--- config.mk ---
export PLATFORM = sky130hd
export DESIGN_NAME = rsa_modular_exponentiation
export DESIGN_NICKNAME = d
export VERILOG_FILES = /design/src/hdl/rme_pkg.sv /design/src/hdl/rme_mulmod.sv /design/src/hdl/rsa_modular_exponentiation.sv
export VERILOG_INCLUDE_DIRS = /design/src /design/src/hdl
export SDC_FILE = /design/constraint.sdc
export NUM_CORES = 1
export LEC_CHECK = 0
export BUFFER_PORTS_ARGS = -buffer_cell sky130_fd_sc_hd__buf_2
export CAP_MARGIN = 5
export CELL_PAD_IN_SITES_DETAIL_PLACEMENT = 0
export CELL_PAD_IN_SITES_GLOBAL_PLACEMENT = 1
export CORE_UTILIZATION = 35
export CTS_CLUSTER_SIZE = 30
export DETAILED_ROUTE_END_ITERATION = 6
export PLACE_DENSITY = 0.58
export SETUP_SLACK_MARGIN = 0.02
export SKIP_LAST_GASP = 1
export SLEW_MARGIN = 20
export SYNTH_ARGS = -nofsm -noshare
export SYNTH_HDL_FRONTEND = slang
export SYNTH_SLANG_ARGS = --single-unit
--- constraint.sdc ---
create_clock -name clk -period 6.1 [get_ports clk]
set_clock_uncertainty 0.1 [all_clocks]
set_input_delay 0.915 -clock clk [delete_from_list [all_inputs] [get_ports clk]]
set_output_delay 0.915 -clock clk [all_outputs]
set_load 0.005 [all_outputs]
--- src/hdl/assert_macros.svh ---
// ----------------------------------------------------------------------------
// assert_macros.svh
// Assertion macros shared by the RTL. They compile to nothing under SYNTH.
// ----------------------------------------------------------------------------
`ifndef ASSERT_MACROS_SVH
`define ASSERT_MACROS_SVH

`ifndef SYNTH
// property holds at every edge outside reset
`define ASSERT_AR(lbl, clk, rst_n, prop) \
	lbl: assert property (@(posedge clk) disable iff (!rst_n) (prop)) \
		else $error("assertion failed");
// consequent holds in the cycle after the antecedent
`define ASSERT_NEXT(lbl, clk, rst_n, ante, cons) \
	lbl: assert property (@(posedge clk) disable iff (!rst_n) (ante) |=> (cons)) \
		else $error("assertion failed");
`else
`define ASSERT_AR(lbl, clk, rst_n, prop)
`define ASSERT_NEXT(lbl, clk, rst_n, ante, cons)
`endif

`endif

--- src/hdl/rme_pkg.sv ---
// ----------------------------------------------------------------------------
// rme_pkg
// Types and constants of the modular exponentiation block.
// ----------------------------------------------------------------------------
`default_nettype none

package rme_pkg;

	// configuration register index
	typedef logic [1:0] cfg_idx_t;

	localparam cfg_idx_t CFG_MODULUS  = 2'd0;
	localparam cfg_idx_t CFG_PUB_EXP  = 2'd1;
	localparam cfg_idx_t CFG_PRIV_EXP = 2'd2;

	// action codes
	localparam logic ACT_ENCRYPT = 1'b0;
	localparam logic ACT_DECRYPT = 1'b1;

	// exponentiation sequencer
	typedef enum logic [2:0] {
		ST_IDLE,
		ST_RED,
		ST_SQ,
		ST_MUL,
		ST_FIN
	} st_t;

	// handshake between sequencer and modular multiplier
	typedef struct packed {
		logic start;
	} mm_req_t;

	typedef struct packed {
		logic done;
		logic busy;
	} mm_rsp_t;

endpackage

`default_nettype wire

--- src/hdl/rme_mulmod.sv ---
// ----------------------------------------------------------------------------
// rme_mulmod
// Shift-add modular multiplier: one multiplier bit per cycle, MSB first.
// ----------------------------------------------------------------------------
`default_nettype none

`include "assert_macros.svh"

module rme_mulmod #(
	parameter int W = 24
) (
	input  wire logic              clk,
	input  wire logic              arst_n,
	input  wire rme_pkg::mm_req_t  req,
	output rme_pkg::mm_rsp_t       rsp,
	input  wire logic [W-1:0]      a,
	input  wire logic [W-1:0]      b,
	input  wire logic [W-1:0]      m,
	output logic [W-1:0]           prod
);

	localparam int CW = $clog2(W);

	logic          busy_q;
	logic          done_q;
	logic [CW-1:0] cnt_q;
	logic [W-1:0]  acc_q;
	logic [W-1:0]  a_q;
	logic [W-1:0]  b_q;

	logic [W+1:0]  sum;
	logic [W+1:0]  m1;
	logic [W+1:0]  m2;
	logic [W+1:0]  sub1;
	logic [W+1:0]  sub2;
	logic [W-1:0]  step;

	// acc = 2*acc + bit*a, then fold back below m (sum is under 3m)
	always_comb begin
		sum  = {1'b0, acc_q, 1'b0} + {2'b00, (a_q & {W{b_q[W-1]}})};
		m1   = {2'b00, m};
		m2   = {1'b0, m, 1'b0};
		sub1 = sum - m1;
		sub2 = sum - m2;
		if (sum >= m2) begin
			step = sub2[W-1:0];
		end else if (sum >= m1) begin
			step = sub1[W-1:0];
		end else begin
			step = sum[W-1:0];
		end
	end

	// control
	always_ff @(posedge clk or negedge arst_n) begin
		if (!arst_n) begin
			busy_q <= 1'b0;
			done_q <= 1'b0;
			cnt_q  <= '0;
		end else begin
			done_q <= 1'b0;
			if (req.start) begin
				busy_q <= 1'b1;
				cnt_q  <= CW'(W - 1);
			end else if (busy_q) begin
				if (cnt_q == '0) begin
					busy_q <= 1'b0;
					done_q <= 1'b1;
				end else begin
					cnt_q <= cnt_q - 1'b1;
				end
			end
		end
	end

	// datapath
	always_ff @(posedge clk) begin
		if (req.start) begin
			acc_q <= '0;
			a_q   <= a;
			b_q   <= b;
		end else if (busy_q) begin
			acc_q <= step;
			b_q   <= {b_q[W-2:0], 1'b0};
		end
	end

	assign rsp.done = done_q;
	assign rsp.busy = busy_q;
	assign prod     = acc_q;

	// checks
	`ASSERT_AR(a_no_restart, clk, arst_n, !(req.start && busy_q))
	`ASSERT_NEXT(a_done_pulse, clk, arst_n, done_q, !done_q && !busy_q)
	`ASSERT_AR(a_prod_reduced, clk, arst_n, !done_q || (acc_q < m))

endmodule

`default_nettype wire

--- src/hdl/rsa_modular_exponentiation.sv ---
// ----------------------------------------------------------------------------
// rsa_modular_exponentiation
// value ^ exponent mod modulus by left-to-right square-and-multiply.
// ----------------------------------------------------------------------------
// Usage:
//   cfg channel (cfg_valid/cfg_ready, cfg_index, cfg_data) writes modulus (0),
//   public exponent (1) and private exponent (2); other indexes are dropped.
//   cfg_ready is always high. Write only while no item is in flight.
//   req channel (req_valid/req_stall) carries action and value; rsp channel
//   (rsp_valid/rsp_stall) returns one result per item.
// Sequence: an item first reduces value mod modulus, then runs MOD_BITS
//   squarings plus one multiply per set exponent bit, each on the shared
//   shift-add unit with a registered start and done handoff, and then loads
//   the output register. An item with zero exponent or a modulus below 2
//   skips the multiplier and goes straight to the output register.
// Flow: one item at a time; req_stall is high after the transfer until the
//   result is in the output register, and no new item is taken before then.
// Stall: the output register holds the result while rsp_stall is high; a new
//   item is accepted meanwhile, and its result waits until the register frees.
// Reset: modulus 2, both exponents 0, no item or result pending.
// ----------------------------------------------------------------------------
`default_nettype none

`include "assert_macros.svh"

module rsa_modular_exponentiation #(
	parameter int MOD_BITS = 24
) (
	input  wire logic                 clk,
	input  wire logic                 arst_n,
	// configuration writes
	input  wire logic                 cfg_valid,
	output logic                      cfg_ready,
	input  wire rme_pkg::cfg_idx_t    cfg_index,
	input  wire logic [MOD_BITS-1:0]  cfg_data,
	// input items
	input  wire logic                 req_valid,
	output logic                      req_stall,
	input  wire logic                 action,
	input  wire logic [MOD_BITS-1:0]  value,
	// results
	output logic                      rsp_valid,
	input  wire logic                 rsp_stall,
	output logic [MOD_BITS-1:0]       result
);

	localparam int W  = MOD_BITS;
	localparam int CW = $clog2(W);
	localparam logic [W-1:0] ONE = {{(W-1){1'b0}}, 1'b1};
	localparam logic [W-1:0] TWO = {{(W-2){1'b0}}, 2'b10};

	// configuration registers
	logic [W-1:0] modulus_q;
	logic [W-1:0] pub_exp_q;
	logic [W-1:0] priv_exp_q;

	// sequencer and operands
	rme_pkg::st_t state_q;
	rme_pkg::st_t state_d;
	logic [W-1:0]  ex_q;
	logic [CW-1:0] bcnt_q;
	logic [W-1:0]  base_q;
	logic [W-1:0]  acc_q;
	logic [W-1:0]  opa_q;
	logic [W-1:0]  opb_q;
	logic          start_q;

	// output register
	logic          out_valid_q;
	logic [W-1:0]  result_q;

	rme_pkg::mm_req_t mm_req;
	rme_pkg::mm_rsp_t mm_rsp;
	logic [W-1:0]     mm_prod;

	logic          req_xfer;
	logic          out_free;
	logic [W-1:0]  sel_ex;
	logic          ex_zero;
	logic          trivial;
	logic          last_bit;

	assign cfg_ready = 1'b1;

	// configuration write decode
	always_ff @(posedge clk or negedge arst_n) begin
		if (!arst_n) begin
			modulus_q  <= TWO;
			pub_exp_q  <= '0;
			priv_exp_q <= '0;
		end else if (cfg_valid && cfg_ready) begin
			unique case (cfg_index)
				rme_pkg::CFG_MODULUS:  modulus_q  <= cfg_data;
				rme_pkg::CFG_PUB_EXP:  pub_exp_q  <= cfg_data;
				rme_pkg::CFG_PRIV_EXP: priv_exp_q <= cfg_data;
				default: ;
			endcase
		end
	end

	// shared modular multiplier
	assign mm_req.start = start_q;

	rme_mulmod #(
		.W(W)
	) u_mulmod (
		.clk    (clk),
		.arst_n (arst_n),
		.req    (mm_req),
		.rsp    (mm_rsp),
		.a      (opa_q),
		.b      (opb_q),
		.m      (modulus_q),
		.prod   (mm_prod)
	);

	// item decode
	assign req_stall = (state_q != rme_pkg::ST_IDLE);
	assign req_xfer  = req_valid && !req_stall;
	assign out_free  = !out_valid_q || !rsp_stall;
	assign sel_ex    = (action == rme_pkg::ACT_DECRYPT) ? priv_exp_q : pub_exp_q;
	assign ex_zero   = (sel_ex == '0);
	assign trivial   = ex_zero || (modulus_q < TWO);
	assign last_bit  = (bcnt_q == '0);

	// sequencer state register
	always_ff @(posedge clk or negedge arst_n) begin
		if (!arst_n) begin
			state_q <= rme_pkg::ST_IDLE;
		end else begin
			state_q <= state_d;
		end
	end

	// next state
	always_comb begin
		state_d = state_q;
		unique case (state_q)
			rme_pkg::ST_IDLE: begin
				if (req_xfer) begin
					state_d = trivial ? rme_pkg::ST_FIN : rme_pkg::ST_RED;
				end
			end
			rme_pkg::ST_RED: begin
				if (mm_rsp.done) begin
					state_d = rme_pkg::ST_SQ;
				end
			end
			rme_pkg::ST_SQ: begin
				if (mm_rsp.done) begin
					if (ex_q[W-1]) begin
						state_d = rme_pkg::ST_MUL;
					end else if (last_bit) begin
						state_d = rme_pkg::ST_FIN;
					end
				end
			end
			rme_pkg::ST_MUL: begin
				if (mm_rsp.done) begin
					state_d = last_bit ? rme_pkg::ST_FIN : rme_pkg::ST_SQ;
				end
			end
			rme_pkg::ST_FIN: begin
				if (out_free) begin
					state_d = rme_pkg::ST_IDLE;
				end
			end
			default: state_d = rme_pkg::ST_IDLE;
		endcase
	end

	// multiplier launch
	always_ff @(posedge clk or negedge arst_n) begin
		if (!arst_n) begin
			start_q <= 1'b0;
		end else begin
			start_q <= 1'b0;
			case (state_q)
				rme_pkg::ST_IDLE: start_q <= req_xfer && !trivial;
				rme_pkg::ST_RED:  start_q <= mm_rsp.done;
				rme_pkg::ST_SQ:   start_q <= mm_rsp.done && (ex_q[W-1] || !last_bit);
				rme_pkg::ST_MUL:  start_q <= mm_rsp.done && !last_bit;
				default:          start_q <= 1'b0;
			endcase
		end
	end

	// operand and exponent registers
	always_ff @(posedge clk) begin
		case (state_q)
			rme_pkg::ST_IDLE: begin
				if (req_xfer) begin
					ex_q   <= sel_ex;
					bcnt_q <= CW'(W - 1);
					acc_q  <= ex_zero ? ONE : '0;
					// value mod m as 1 * value through the multiplier
					opa_q  <= ONE;
					opb_q  <= value;
				end
			end
			rme_pkg::ST_RED: begin
				if (mm_rsp.done) begin
					base_q <= mm_prod;
					opa_q  <= ONE;
					opb_q  <= ONE;
				end
			end
			rme_pkg::ST_SQ: begin
				if (mm_rsp.done) begin
					acc_q <= mm_prod;
					if (ex_q[W-1]) begin
						opa_q <= mm_prod;
						opb_q <= base_q;
					end else if (!last_bit) begin
						opa_q  <= mm_prod;
						opb_q  <= mm_prod;
						ex_q   <= {ex_q[W-2:0], 1'b0};
						bcnt_q <= bcnt_q - 1'b1;
					end
				end
			end
			rme_pkg::ST_MUL: begin
				if (mm_rsp.done) begin
					acc_q <= mm_prod;
					if (!last_bit) begin
						opa_q  <= mm_prod;
						opb_q  <= mm_prod;
						ex_q   <= {ex_q[W-2:0], 1'b0};
						bcnt_q <= bcnt_q - 1'b1;
					end
				end
			end
			default: ;
		endcase
	end

	// output register
	always_ff @(posedge clk or negedge arst_n) begin
		if (!arst_n) begin
			out_valid_q <= 1'b0;
		end else if (state_q == rme_pkg::ST_FIN && out_free) begin
			out_valid_q <= 1'b1;
		end else if (!rsp_stall) begin
			out_valid_q <= 1'b0;
		end
	end

	always_ff @(posedge clk) begin
		if (state_q == rme_pkg::ST_FIN && out_free) begin
			result_q <= acc_q;
		end
	end

	assign rsp_valid = out_valid_q;
	assign result    = result_q;

	// checks
	`ASSERT_AR(a_start_in_run, clk, arst_n,
		!start_q || state_q == rme_pkg::ST_RED || state_q == rme_pkg::ST_SQ ||
		state_q == rme_pkg::ST_MUL)
	`ASSERT_AR(a_done_in_run, clk, arst_n,
		!mm_rsp.done || state_q == rme_pkg::ST_RED || state_q == rme_pkg::ST_SQ ||
		state_q == rme_pkg::ST_MUL)
	`ASSERT_AR(a_idle_mm_quiet, clk, arst_n,
		!(state_q == rme_pkg::ST_IDLE || state_q == rme_pkg::ST_FIN) || !mm_rsp.busy)

endmodule

`default_nettype wire
; Word level (Yosys, flattened, before mapping)
; Cells that the tools add are included.
[totals]
inputBits = 56
out_inout_bits = 27
word_cells = 139
register_bits = 305
[op_classes]
muxes = 57
reduce_logical = 35
n_lt_le_gt_ge = 3
n_addsub = 5
n_bitwise = 1
eq_ne = 18
[ops]
columns = op, n
row1 = $mux 24, 24
row2 = $pmux 24 s4, 2
row3 = $pmux 24 s3, 1
row4 = $pmux 24 s2, 1
row5 = $sub 24x24->24, 2
row6 = $mux 5, 8
row7 = $mux 3, 9
row8 = $add 25x24->26, 1
row9 = $ge 26x24->1, 1
row10 = $ge 26x25->1, 1
row11 = $and 24x24->24, 1
row12 = $logic_not 24->1, 1
row13 = $lt 24x2->1 const B, 1
row14 = $pmux 3 s5, 1
row15 = $pmux 5 s3, 1
row16 = $reduce_and 5->1, 3
row17 = $ne 2x2->1 const B, 6
row18 = $logic_not 5->1, 2
row19 = $ne 2x1->1 const B, 5
row20 = $reduce_and 2->1, 5
row21 = $sub 5x1->5 const B, 2
row22 = $mux 1, 9
row23 = $reduce_and 7->1, 1
row24 = $eq 3x2->1 const B, 2
row25 = 17 further kinds, 29

; Depth between registers and ports, before layout
; Gate-level depths: netlist of run 1.
[logic_depth]
ltp_word = 6
mapped_depth = 22
mapped_depth_nobuf = 19

; By module
; Synthesis of run 1 repeated with hierarchy kept, for this count alone.
[unflattened]
cells_unflattened = 1419
hier_area_um2 = 16574.6
[modules_own_cells]
columns = module, cells_each, area_each_um2, n_inst, seq_area_each_um2
row1 = rsa_modular_exponentiation, 634, 9327.7, 1, 6402.4
row2 = rme_mulmod, 785, 7247.0, 1, 2097.0

; Worst setup path after synthesis of run 1
; OpenSTA, ideal clock, no wires.
[synth_path]
kind = reg-to-reg
from = register u_mulmod.b_q[23]
to = register u_mulmod.acc_q[3], in the netlist u_mulmod.prod[3]
path_stages_with_launch = 23
t_arrival_ps = 4284
required_time_ps = 5883
path_buffers = 4
setup_slack_ps = 1600
setup_ps = 117
synth_period_minus_slack_ps = 4500
path_cell_list = edfxtp_1 clkbuf_1 and2_1 ha_1 a211oi_2 o221ai_1 a211o_1 a31o_2 a21oi_1 xnor2_1 ha_1 clkbuf_1 nand4_1 nor2_1 a41o_1 a21oi_1 nor2b_1 nor4_2 and2_1 buf_4 buf_2 o311ai_1 a22o_1
[synth_between]
elab_chain_cells = 5
elab_cells_between_ends = 8
[synth_lines]
columns = item, line_no
row1 = from (decl), rme_mulmod.sv:29  ; logic [W-1:0] b_q;
row2 = from (signal assigned), rme_mulmod.sv:84  ; b_q <= {b_q[W-2:0], 1'b0};
row3 = $and 24x24->24 (*), rme_mulmod.sv:40  ; sum = {1'b0, acc_q, 1'b0} + {2'b00, (a_q & {W{b_q[W-1]}})};
row4 = $add 25x24->26 (*), rme_mulmod.sv:40
row5 = $sub 24x24->24 / $ge 26x24->1 (equally long branches), "rme_mulmod.sv:43, rme_mulmod.sv:47"
row6 = $mux 24, rme_mulmod.sv:47  ; end else if (sum >= m1) begin
row7 = $mux 24 (*), rme_mulmod.sv:45  ; if (sum >= m2) begin
row8 = to (signal assigned), rme_mulmod.sv:83  ; acc_q <= step;
row9 = to (decl), rme_mulmod.sv:27  ; logic [W-1:0] acc_q;
; Every way passes the cells marked *; elsewhere a longest branch is shown, timed or not.
; A chain may end at the register's enable or synchronous reset.

; Worst setup path in the final report of run 1
[layout_path]
from = register u_mulmod.b_q[23]
to = register u_mulmod.acc_q[4], in the netlist u_mulmod.prod[4]
; Same word-level chain as after synthesis.

==> run metrics, run 1 <==
Sink Count=305; vias in the first global route=11.5k; clock-pin transition on the worst setup and hold timing paths=0.06 ns; postcts setup bufs=0; antenna-violating nets left=0; total setup violations reported at the end of the flow=0; die outline width=between 200 and 250 um; part of the Yosys area used for sequential elements=0.519; Worst R2R Setup Slack=~0.54 ns; Crit path required time=~6.5 ns; total clock buffers created by CTS=37; TritonCTS clock tree=yes; highest-delay cell along the critical path=sky130_fd_sc_hd__edfxtp_1; number of core rows=78; buffers from clock root to sink, at most=3; Placed Cells incl. Taps=about 2.1k; outcome=finished, final reports clean; min-delay worst type=in -> async; worst flop-to-flop path endpoint=u_mulmod.prod[4]; per-instance average area after synthesis=11.0 um2; Initial DRC Count=about 940; hold-fix buffers at CTS=0; maximum number of pins on one net before global-route repair=61; depth of the most critical reg-to-reg path=20; final clock period utilization by the worst path=0.912; starting density of the core=0.358; warnings from Yosys=0; wirelength, routed=45.8 mm; storage element area=0.00850 mm2; Post-synth ARST share=0.275; sum of net half-perimeters after detailed placement=roughly 33 mm; critical path data arrival time=approximately 6 ns; Post-synth EDFFs=between 150 and 200; most common cell after layout, fill and taps aside=sky130_fd_sc_hd__edfxtp_1; cell types with the largest area share after synthesis=sky130_fd_sc_hd__edfxtp_1, sky130_fd_sc_hd__dfrtp_1, sky130_fd_sc_hd__ha_1; CP cell instances=and2_1 -> ha_1 -> fa_1 -> a211oi_2 -> o21ai_1 -> a21oi_1 -> a21o_1 -> o21ai_0 -> xor2_1 -> ha_1 -> nand2_1 -> o21ai_0 -> a21oi_1 -> o21ai_0 -> o211ai_1 -> and3_1 -> buf_4 -> a211o_1 -> a311oi_1 -> a21o_1; Boundary Pins=83; leading area contributor after synthesis=sky130_fd_sc_hd__edfxtp_1; crit path kind=reg -> reg; max_slew headroom=0.333; slew at the pin with the worst max-slew slack=0.998 ns; remaining global-route overflow=0; Gates resized, CTS repair=0; first-pass GRT wire length=70.5 mm; stage delay of the slowest cell on the critical path=0.65 ns; Top cell by count, worst path=sky130_fd_sc_hd__o21ai_0; Post-Syn Nets=1629; fin. max-slew vios=0; critical path launch point type=register; wire length per cell=20.9 um; Vias per Instance=approximately 5.3; non-filler instance count after layout=2197; number of distinct library cells after synthesis=79; Hold Vio Cnt, Final=0; worst setup path endpoint=u_mulmod.prod[4]; antenna violations before repair=0; Max Freq=between 150 and 200 MHz; biggest fanout along the worst timing path=24; share of the synthesized area in the top cell type=0.361; flop and latch count out of synthesis=approximately 310; routability-driven placement congestion ratio=roughly 0.83; area of the mapped netlist=0.0164 mm2; antenna diode count=0; unrepaired setup endpoints after global routing=no; Total Neg Setup Slack=0 ns; start point of the critical path=u_mulmod.b_q[23]; Area Overhead vs Synth=13.9%; clk_lat worst skew=0.55 ns; crit path capture type=register; quantity of I/O buffers inserted on ports=81; shortest clock period the worst path allows after layout=5.56 ns; predominant post-synthesis flop cell=sky130_fd_sc_hd__edfxtp_1; most frequent cells in the layout=sky130_fd_sc_hd__edfxtp_1, sky130_fd_sc_hd__nand2_1, sky130_fd_sc_hd__o21ai_0; Gate Count Post-Synth=roughly 1.5k; Die Span Y=218 um; detailed-router iteration count before antenna repair=5; launch instance of the worst register-to-register path=u_mulmod.b_q[23]; Max Cap Violations=0; area enclosed by the die boundary=0.0477 mm2; share of cells above drive strength 1=0.164; Filler Cells Inserted=4437; number of H-tree levels=2; combined area of the multi-input logic cells=about 0.0074 mm2; Total GRT Usage=0.194; # DRC=0; nets=around 1.7k; Core Region=0.0458 mm2; Vias=11.7k; clock root cell=sky130_fd_sc_hd__clkbuf_16
## final cells by class
class,count,share of cell area
Timing Repair Buffer,105,0.0319
Clock buffer,52,0.0537
Inverter,54,0.0110
Multi-Input combinational cell,1065,0.398
Sequential cell,305,0.455
Clock inverter,16,0.00972
Tap cell,600,0.0402
## worst max-delay path: cells and delay by family, from the launching register on
family	cells	cell delay [ns]
buffers and inverters	1	0.18
XOR/XNOR	1	0.37
AO/OA/AOI/OAI	12	2.60
AND/OR/NAND/NOR	3	0.63
adder cells (fa/ha/maj)	3	0.97
flip-flops	1	0.65
## through the flow
step | utilization | cell area (um2) | setup WS [ns] | hold WS, ns
floorplan | - | 16400 | 1.60 | 0.300
global placement | 0.382 | 17500 | 0.699 | 0.301
detailed placement | 0.382 | 17500 | 0.572 | 0.305
CTS | 0.408 | 18700 | 0.506 | 0.136
global route | 0.408 | 18700 | 0.113 | 0.159
finish | 0.408 | 18700 | 0.539 | 0.161
## flip-flops by register name (all words and copies together) (netlist names)
signal           flops
result              24
base_q              24
u_mulmod.busy_q      1
acc_q               24
pub_exp_q           24
bcnt_q               5
rsp_valid            1
u_mulmod.b_q        24
u_mulmod.a_q        24
u_mulmod.cnt_q       5
opa_q               24
u_mulmod.done_q      1
mm_req               1
modulus_q           24
priv_exp_q          24
u_mulmod.prod       24
opb_q               24
ex_q                24
state_q              3
## routing by layer
layer	GRT usage	routed length (um)	up-vias	share of wire
met5	0	0	-	0
met4	0.0573	1040	0	0.023
met3	0.0228	1660	58	0.036
met2	0.300	20400	213	0.44
met1	0.284	22700	5759	0.50
li1	-	-	5665	-
## Yosys cell counts (17+ instances only)
cell type / instances
sky130_fd_sc_hd__a21o_1: 28
sky130_fd_sc_hd__o21ai_0: 119
sky130_fd_sc_hd__inv_1: 53
sky130_fd_sc_hd__nor3_1: 18
sky130_fd_sc_hd__and2_1: 46
sky130_fd_sc_hd__mux2i_1: 56
sky130_fd_sc_hd__nand3_1: 17
sky130_fd_sc_hd__nor2_1: 54
sky130_fd_sc_hd__clkbuf_1: 61
sky130_fd_sc_hd__a211oi_1: 18
sky130_fd_sc_hd__xor2_1: 20
sky130_fd_sc_hd__ha_1: 74
sky130_fd_sc_hd__a22oi_1: 25
sky130_fd_sc_hd__dfrtp_1: 83
sky130_fd_sc_hd__dfxtp_1: 24
sky130_fd_sc_hd__nand2_1: 160
sky130_fd_sc_hd__xnor2_1: 43
sky130_fd_sc_hd__edfxtp_1: 197
sky130_fd_sc_hd__a21oi_1: 108
sky130_fd_sc_hd__mux2_2: 72
## logic make-up (layout without fill, tap and decap cells)
logic type / after synthesis / in the layout / synth area share
XOR/XNOR: 63 / 63 / 0.0337
AND/OR/NAND/NOR: 389 / 389 / 0.117
AO/OA/AOI/OAI: 407 / 407 / 0.156
adder cells (fa/ha/maj): 77 / 77 / 0.0602
flip-flops: 305 / 305 / 0.519
multiplexers: 128 / 128 / 0.0837
other: 1 / 1 / 0.000229
buffers and inverters: 126 / 227 / 0.0309
## worst min-delay path by stage
stage / startpoint / endpoint / slack [ns]
detailed placement: acc_q[16] / result[16] / 0.31
global placement: acc_q[12] / result[12] / 0.30
global route: arst_n / pub_exp_q[6] / 0.16
CTS: arst_n / pub_exp_q[1] / 0.14
floorplan: acc_q[0] / result[0] / 0.30
finish: arst_n / pub_exp_q[1] / 0.16
Power of run 1 is not shown: default switching activity piles up to over one toggle a cycle in this logic, so the estimate is an artifact.
==> run 2: changes to the inputs <==
- CORE_ASPECT_RATIO: default -> 1.75
==> run metrics, run 2 (synthesized netlist as in run 1, its figures left out) <==
die outline width=166 um (-24%); clock-pin transition on the worst setup and hold timing paths=0.07 ns (about the same); Hold Vio Cnt, Final=0 (unchanged); critical path data arrival time=6.01 ns (+0.07 ns); clock root cell=sky130_fd_sc_hd__clkbuf_16; slew at the pin with the worst max-slew slack=1.07 ns (+0.0747 ns); sum of net half-perimeters after detailed placement=35.5 mm (+6.0%); antenna-violating nets left=0 (unchanged); total setup violations reported at the end of the flow=0 (unchanged); worst setup path endpoint=u_mulmod.prod[3]; Vias per Instance=5.40 (+1.5%); critical path launch point type=register; number of H-tree levels=1 (-1); Core Region=0.0461 mm2 (+0.64%); Sink Count=305 (unchanged); Max Freq=177 MHz (-1.6%); most common cell after layout, fill and taps aside=sky130_fd_sc_hd__edfxtp_1; depth of the most critical reg-to-reg path=20 (unchanged); first-pass GRT wire length=71.3 mm (+1.2%); Total Neg Setup Slack=0 ns (unchanged); Vias=11.7k (+0.35%); total clock buffers created by CTS=31 (-16%); starting density of the core=0.356 (-0.00228); # DRC=16 (+16); Boundary Pins=83 (unchanged); number of core rows=104 (+33%); unrepaired setup endpoints after global routing=no; share of cells above drive strength 1=0.171 (+0.00712); clk_lat worst skew=0.59 ns (+0.04 ns); quantity of I/O buffers inserted on ports=81 (unchanged); shortest clock period the worst path allows after layout=5.65 ns (+0.0901 ns); worst flop-to-flop path endpoint=u_mulmod.prod[3]; start point of the critical path=u_mulmod.b_q[23]; launch instance of the worst register-to-register path=u_mulmod.b_q[23]; buffers from clock root to sink, at most=3 (unchanged); Max Cap Violations=0 (unchanged); hold-fix buffers at CTS=0 (unchanged); Die Span Y=288 um (+32%); violations in the final reports=design-rule violations; detailed-router iteration count before antenna repair=7 (+2); Crit path required time=6.46 ns (-0.02 ns); antenna diode count=0 (unchanged); wirelength, routed=47.1 mm (+2.8%); crit path capture type=register; area enclosed by the die boundary=0.0477 mm2 (about the same); biggest fanout along the worst timing path=13 (-46%); antenna violations before repair=0 (unchanged); nets=1697 (-0.24%); Worst R2R Setup Slack=0.45 ns (-0.09 ns); outcome=finished with violations; remaining global-route overflow=0 (unchanged); wire length per cell=21.7 um (+4.0%); Total GRT Usage=0.200 (+0.00518); Initial DRC Count=757 (-19%); crit path kind=reg -> reg; Area Overhead vs Synth=13.3%; vias in the first global route=12.2k (+6.3%); routability-driven placement congestion ratio=0.848 (+2.1%); TritonCTS clock tree=yes; maximum number of pins on one net before global-route repair=51 (-16%); fin. max-slew vios=0 (unchanged); max_slew headroom=0.283 (-0.0499); most frequent cells in the layout=sky130_fd_sc_hd__edfxtp_1, sky130_fd_sc_hd__nand2_1, sky130_fd_sc_hd__o21ai_0; final clock period utilization by the worst path=0.926 (+0.0148); min-delay worst type=in -> async
run 2: cell types whose count changed in the layout (fill, tap and decap cells not counted), moves of 2 or more:
cell / change
sky130_fd_sc_hd__bufinv_16: +2
sky130_fd_sc_hd__clkinv_1: -3
sky130_fd_sc_hd__clkinv_4: +4
sky130_fd_sc_hd__clkinv_8: -2
sky130_fd_sc_hd__clkinv_2: +5
sky130_fd_sc_hd__clkbuf_16: -5
sky130_fd_sc_hd__clkbuf_1: -13
sky130_fd_sc_hd__inv_6: +4
run 2: layout make-up:
type,count,area [um2]
multi-input combinational,1065,7430
clock buffer,34,822
tap,583,729
inverter,54,205
sequential,305,8500
timing repair buffer,107,623
fill,4588,27500
clock inverter,24,258
run 2: stage by stage:
stage          utilization  instance area [um2]  setup slack [ns]  cells  hold WS (ns)
3_3_place_gp         0.379                17500             0.493   2112         0.301
2_1_floorplan            -                16400              1.60   1496         0.300
6_report             0.403                18600             0.449   2172         0.266
3_5_place_dp         0.379                17500             0.304   2113         0.305
5_1_grt              0.403                18600             0.114   2172         0.295
4_1_cts              0.403                18600             0.229   2171         0.259
run 2: timing repair:
action,in CTS,in global routing
buffers inserted,0,1
resized for setup,0,1
endpoints found under the setup margin,0,9
run 2: worst min path at each step:
stage / end / depth (start not counted) / slack (ns) / startpoint
final: pub_exp_q[4] / 1 / 0.27 / arst_n
after global routing: pub_exp_q[4] / 1 / 0.29 / arst_n
after CTS: pub_exp_q[0] / 1 / 0.26 / arst_n
after detailed placement: result[11] / 0 / 0.30 / acc_q[11]
after global placement: result[19] / 0 / 0.30 / acc_q[19]
after floorplan: result[0] / 0 / 0.30 / acc_q[0]
run 2: layer usage:
layer | up-vias | wire length [um] | GRT usage
met5 | - | 0 | 0
met4 | 0 | 2360 | 0.0975
met3 | 89 | 1340 | 0.0180
met2 | 244 | 25600 | 0.379
met1 | 5724 | 17800 | 0.217
li1 | 5679 | - | -
run 2: critical path: stages, from the launching register on:
cell and delay [ns]:
sky130_fd_sc_hd__edfxtp_1 0.62, sky130_fd_sc_hd__and2_1 0.25, sky130_fd_sc_hd__ha_1 0.21, sky130_fd_sc_hd__fa_1 0.44, sky130_fd_sc_hd__a211oi_2 0.32, sky130_fd_sc_hd__o21ai_1 0.18, sky130_fd_sc_hd__a21oi_1 0.41, sky130_fd_sc_hd__a21o_1 0.19
sky130_fd_sc_hd__o31ai_1 0.10, sky130_fd_sc_hd__xor2_1 0.34, sky130_fd_sc_hd__ha_1 0.36, sky130_fd_sc_hd__a21oi_1 0.25, sky130_fd_sc_hd__o21bai_1 0.09, sky130_fd_sc_hd__a21oi_1 0.18, sky130_fd_sc_hd__o21ai_0 0.15, sky130_fd_sc_hd__o211ai_1 0.25
sky130_fd_sc_hd__nand3_1 0.35, sky130_fd_sc_hd__nor2_2 0.17, sky130_fd_sc_hd__buf_4 0.22, sky130_fd_sc_hd__o311ai_1 0.13, sky130_fd_sc_hd__a22o_1 0.20
Power of run 2 is left out for the same reason.
